[config.mk]
export PLATFORM = sky130hd
export DESIGN_NAME = imat_cell
export DESIGN_NICKNAME = d
export VERILOG_FILES = /design/src/hw/rtl/imat_cell.sv
export SDC_FILE = /design/constraint.sdc
export NUM_CORES = 1
export LEC_CHECK = 0
export BUFFER_PORTS_ARGS = -buffer_cell sky130_fd_sc_hd__buf_2
export CORE_MARGIN = 5
export CORE_UTILIZATION = 39
export CTS_CLUSTER_SIZE = 25
export DETAILED_ROUTE_END_ITERATION = 16
export GPL_TIMING_DRIVEN = 0
export PLACE_DENSITY = 0.73
export SYNTH_ARGS = -nofsm -noshare
export SYNTH_HDL_FRONTEND = slang
export SYNTH_SLANG_ARGS = --single-unit
[constraint.sdc]
create_clock -name i_clk -period 0.8 [get_ports i_clk]
set_clock_uncertainty 0.2 [all_clocks]
set_input_delay 0.24 -clock i_clk [delete_from_list [all_inputs] [get_ports i_clk]]
set_output_delay 0.24 -clock i_clk [all_outputs]
set_load 0.01 [all_outputs]
[src/hw/rtl/imat_cell.sv]
// One stage of the result chain: holds one element and hands it to the next stage on a shift.
module imat_cell (
    input  logic        i_clk,
    input  logic        i_shift,
    input  logic [31:0] i_d,
    output logic [31:0] o_q
);

    logic [31:0] r_q;

    // Take the neighbor's element on a shift, hold otherwise
    always_ff @(posedge i_clk) begin
        if (i_shift) begin
            r_q <= i_d;
        end
    end

    assign o_q = r_q;

endmodule

After elaboration in Yosys (flattened, before gate mapping)
Cells that the tools add are included.
{ "word_totals": {"regBits": 32, "in_bits": 34, "output_inout_bits": 32, "word_cells": 1} }

Depth between registers and ports, before layout
{ "logic_depth": {"word_depth": 0, "mapped_depth": 0, "ltp_nobuf": 0} }

Worst setup path after synthesis
OpenSTA, ideal clock, no wires.
{ "synth_timing": {"path_kind": "flip-flop to output port", "start": "reg r_q[0], in the netlist o_q[0]", "end": "out o_q[0]", "t_arrival_ns": 0.394, "t_required_ns": 0.360, "path_slack_ns": -0.034, "stages_incl_launch_ff": 1, "path_buffers": 0, "cell_sequence": "edfxtp_1"} }
{ "synth_rtl": {"columns": ["element", "line_no", "text"], "rows": [
  ["start, declared", "9", "logic [31:0] r_q;"],
  ["start signal, assigned", "14", "r_q <= i_d;"],
  ["end, declared", "6", "output logic [31:0] o_q"]
]} }
No word-level cell between the ends.

Final worst setup path
{ "layout_timing": {"start": "reg r_q[18], in the netlist o_q[18]", "end": "out o_q[18]"} }
No word-level cell between the ends.

==> summary.txt <==
Timing
  – Crit path time final: 1.28 ns
  – Fin. Hold Viols: 32
  – Slew HR: 81.1%
  – Worst-margin pin slew: 0.284 ns
  – Final period utilization: 160%
  – Final setup vio count: 32
  – Final worst-path setup slack: -0.482 ns
  – RSZ-0062 raised after global routing: true
  – Setup TNS: -14.67 ns
  – Min Hold Slack: -0.104 ns
  – Count of pins over their slew limit: 0
  – F_max: 0.780 GHz

Place
  – Cell count after placement: 127
  – GPL Wtd Cong: 0.616
  – IO Port Bufs: 65

Yosys
  – Syn Std Cell Area: 961 um2
  – Syn Nets: 66
  – Cells after synthesis: 32
  – Register area share after synthesis: 100%
  – #FFs+latches synth: 32
  – Synth Warn #: 0
  – Count of cell types in the netlist: 1
  – Synth Area per Inst: 30.0 um2

Outcome
  – Status: finished, violations left
  – Failing checks: negative hold slack, negative setup slack

Clock network
  – CTS Buffer Depth: 2
  – CTS tree: done
  – CTS Sinks: 32
  – TritonCTS buffer count: 5
  – Clk pin slew, worst setup/hold paths: 0.09 ns
  – H-tree levels: 2
  – Clock root buffer: clkbuf_4

Setup path
  – Slowest Stage Delay on Critical Path: 0.38 ns
  – Worst EP arrival: 0.84 ns
  – Worst path bufs/invs: 1
  – CP Cell Sequence: buf_2
  – CP Launch Type: flip-flop
  – Slowest-stage cell, CP: edfxtp_1
  – CP Capture Type: primary output
  – CP Max Fanout: 1
  – WS Path Type: reg2out
  – Family with the most delay on the worst path: flip-flops
  – CP required: 0.36 ns

Hold path
  – Worst Hold Path EP: o_q[5]
  – Worst Hold Launch: i_d[5]
  – Hold path cells: 1
  – HP Class: in2reg

GRT
  – Vias in the first global route: 630
  – Initial antenna violation count: 0
  – First-pass GRT wire length: 2730 um
  – Pin count of the biggest net entering global routing: 33
  – Total GRT Usage: 11.1%
  – Overflow after GRT: 0

Finish
  – Fillcell total: 200
  – Finished Layout Cells: 135
  – Max reg flops: 32
  – Most common cell after layout, fill and taps aside: buf_2
  – Sequential Area: 961 um2
  – Final design utilization: 57.2%
  – ANT cells: 0
  – Most frequent cells in the layout: 64 x buf_2, 32 x edfxtp_1, 5 x clkbuf_4
  – #MultiIn Comb: 0
  – Area grow syn2layout: 43.5%
  – Share of cells above drive strength 1: 66.7%
  – Nets: 138
  – Multi-input gate area: 0 um2

Floorplanning
  – Die X: 59.6 um
  – I/O Pins: 66
  – Initial core utilization: 39.9%
  – Die area: 3560 um2
  – Row cnt: 18
  – Area of the core: 2410 um2
  – Chip Height: 59.6 um

Power and ir drop
  – PnR Total Power: 3.12 mW
  – Leak: 0.598 nW
  – Power density cells: 2260 nW/um2
  – VDD IR max: 1.39 mV

Detailed routing
  – Pre-Repair DR Iteration Count: 2
  – First DRT Iteration DRCs: 12
  – Post-Route WL: 1860 um
  – DRC: 0
  – Routed Antenna Nets: 0
  – Via Count: 581
  – Via/cell ratio: 4.30
  – WL per Instance: 13.8 um

Run
  – Max-Cap Viols: 0
[layout make-up]
cell class            count  share of cell area [%]
Clock buffer              7                    3.27
Sequential cell          32                    69.7
Clock inverter            1                   0.272
Tap cell                 30                    2.72
Timing Repair Buffer     65                    24.0
[cell families after synthesis]
logic type	share of synthesized area, %
flip-flops	100
[repair_timing]
item	in CTS	in global routing
gates resized for setup	2	0
endpoints found under the setup margin	64	32
hold endpoints to repair	32	32
buffers inserted	0	0
[routing by layer]
metal	vias up	wire length (um)	track usage [%]
met5	-	0	0
met4	0	0	6.65
met3	0	201	5.66
met2	29	1030	18.9
met1	280	629	10.7
li1	272	-	-
[cells in the mapped netlist]
cell type | number | area share, %
edfxtp_1 | 32 | 100
[metrics by stage]
stage / instance area (um2) / setup slack (ns)
global route: 1380 / -0.540
CTS: 1380 / -0.512
detailed placement: 1320 / -0.575
global placement: 1320 / -0.532
floorplan: 961 / -0.0338
finish: 1380 / -0.482
[report_power, final]
part	total, mW	internal (mW)	switching (mW)	leakage (nW)
Combinational	0.304	0.141	0.163	0.258
Clock	0.796	0.337	0.459	0.0269
Sequential	2.02	1.99	0.0283	0.313
Total	3.12	2.47	0.649	0.598
[how the worst max path moves through the flow]
stage / from / endpoint / depth (start not counted)
2_1_floorplan: o_q[0] / o_q[0] / 0
3_3_place_gp: i_shift / o_q[0] / 1
3_5_place_dp: i_shift / o_q[18] / 1
4_1_cts: o_q[18] / o_q[18] / 1
5_1_grt: o_q[30] / o_q[30] / 1
6_report: o_q[18] / o_q[18] / 1
(Power assumes the default switching activity.)
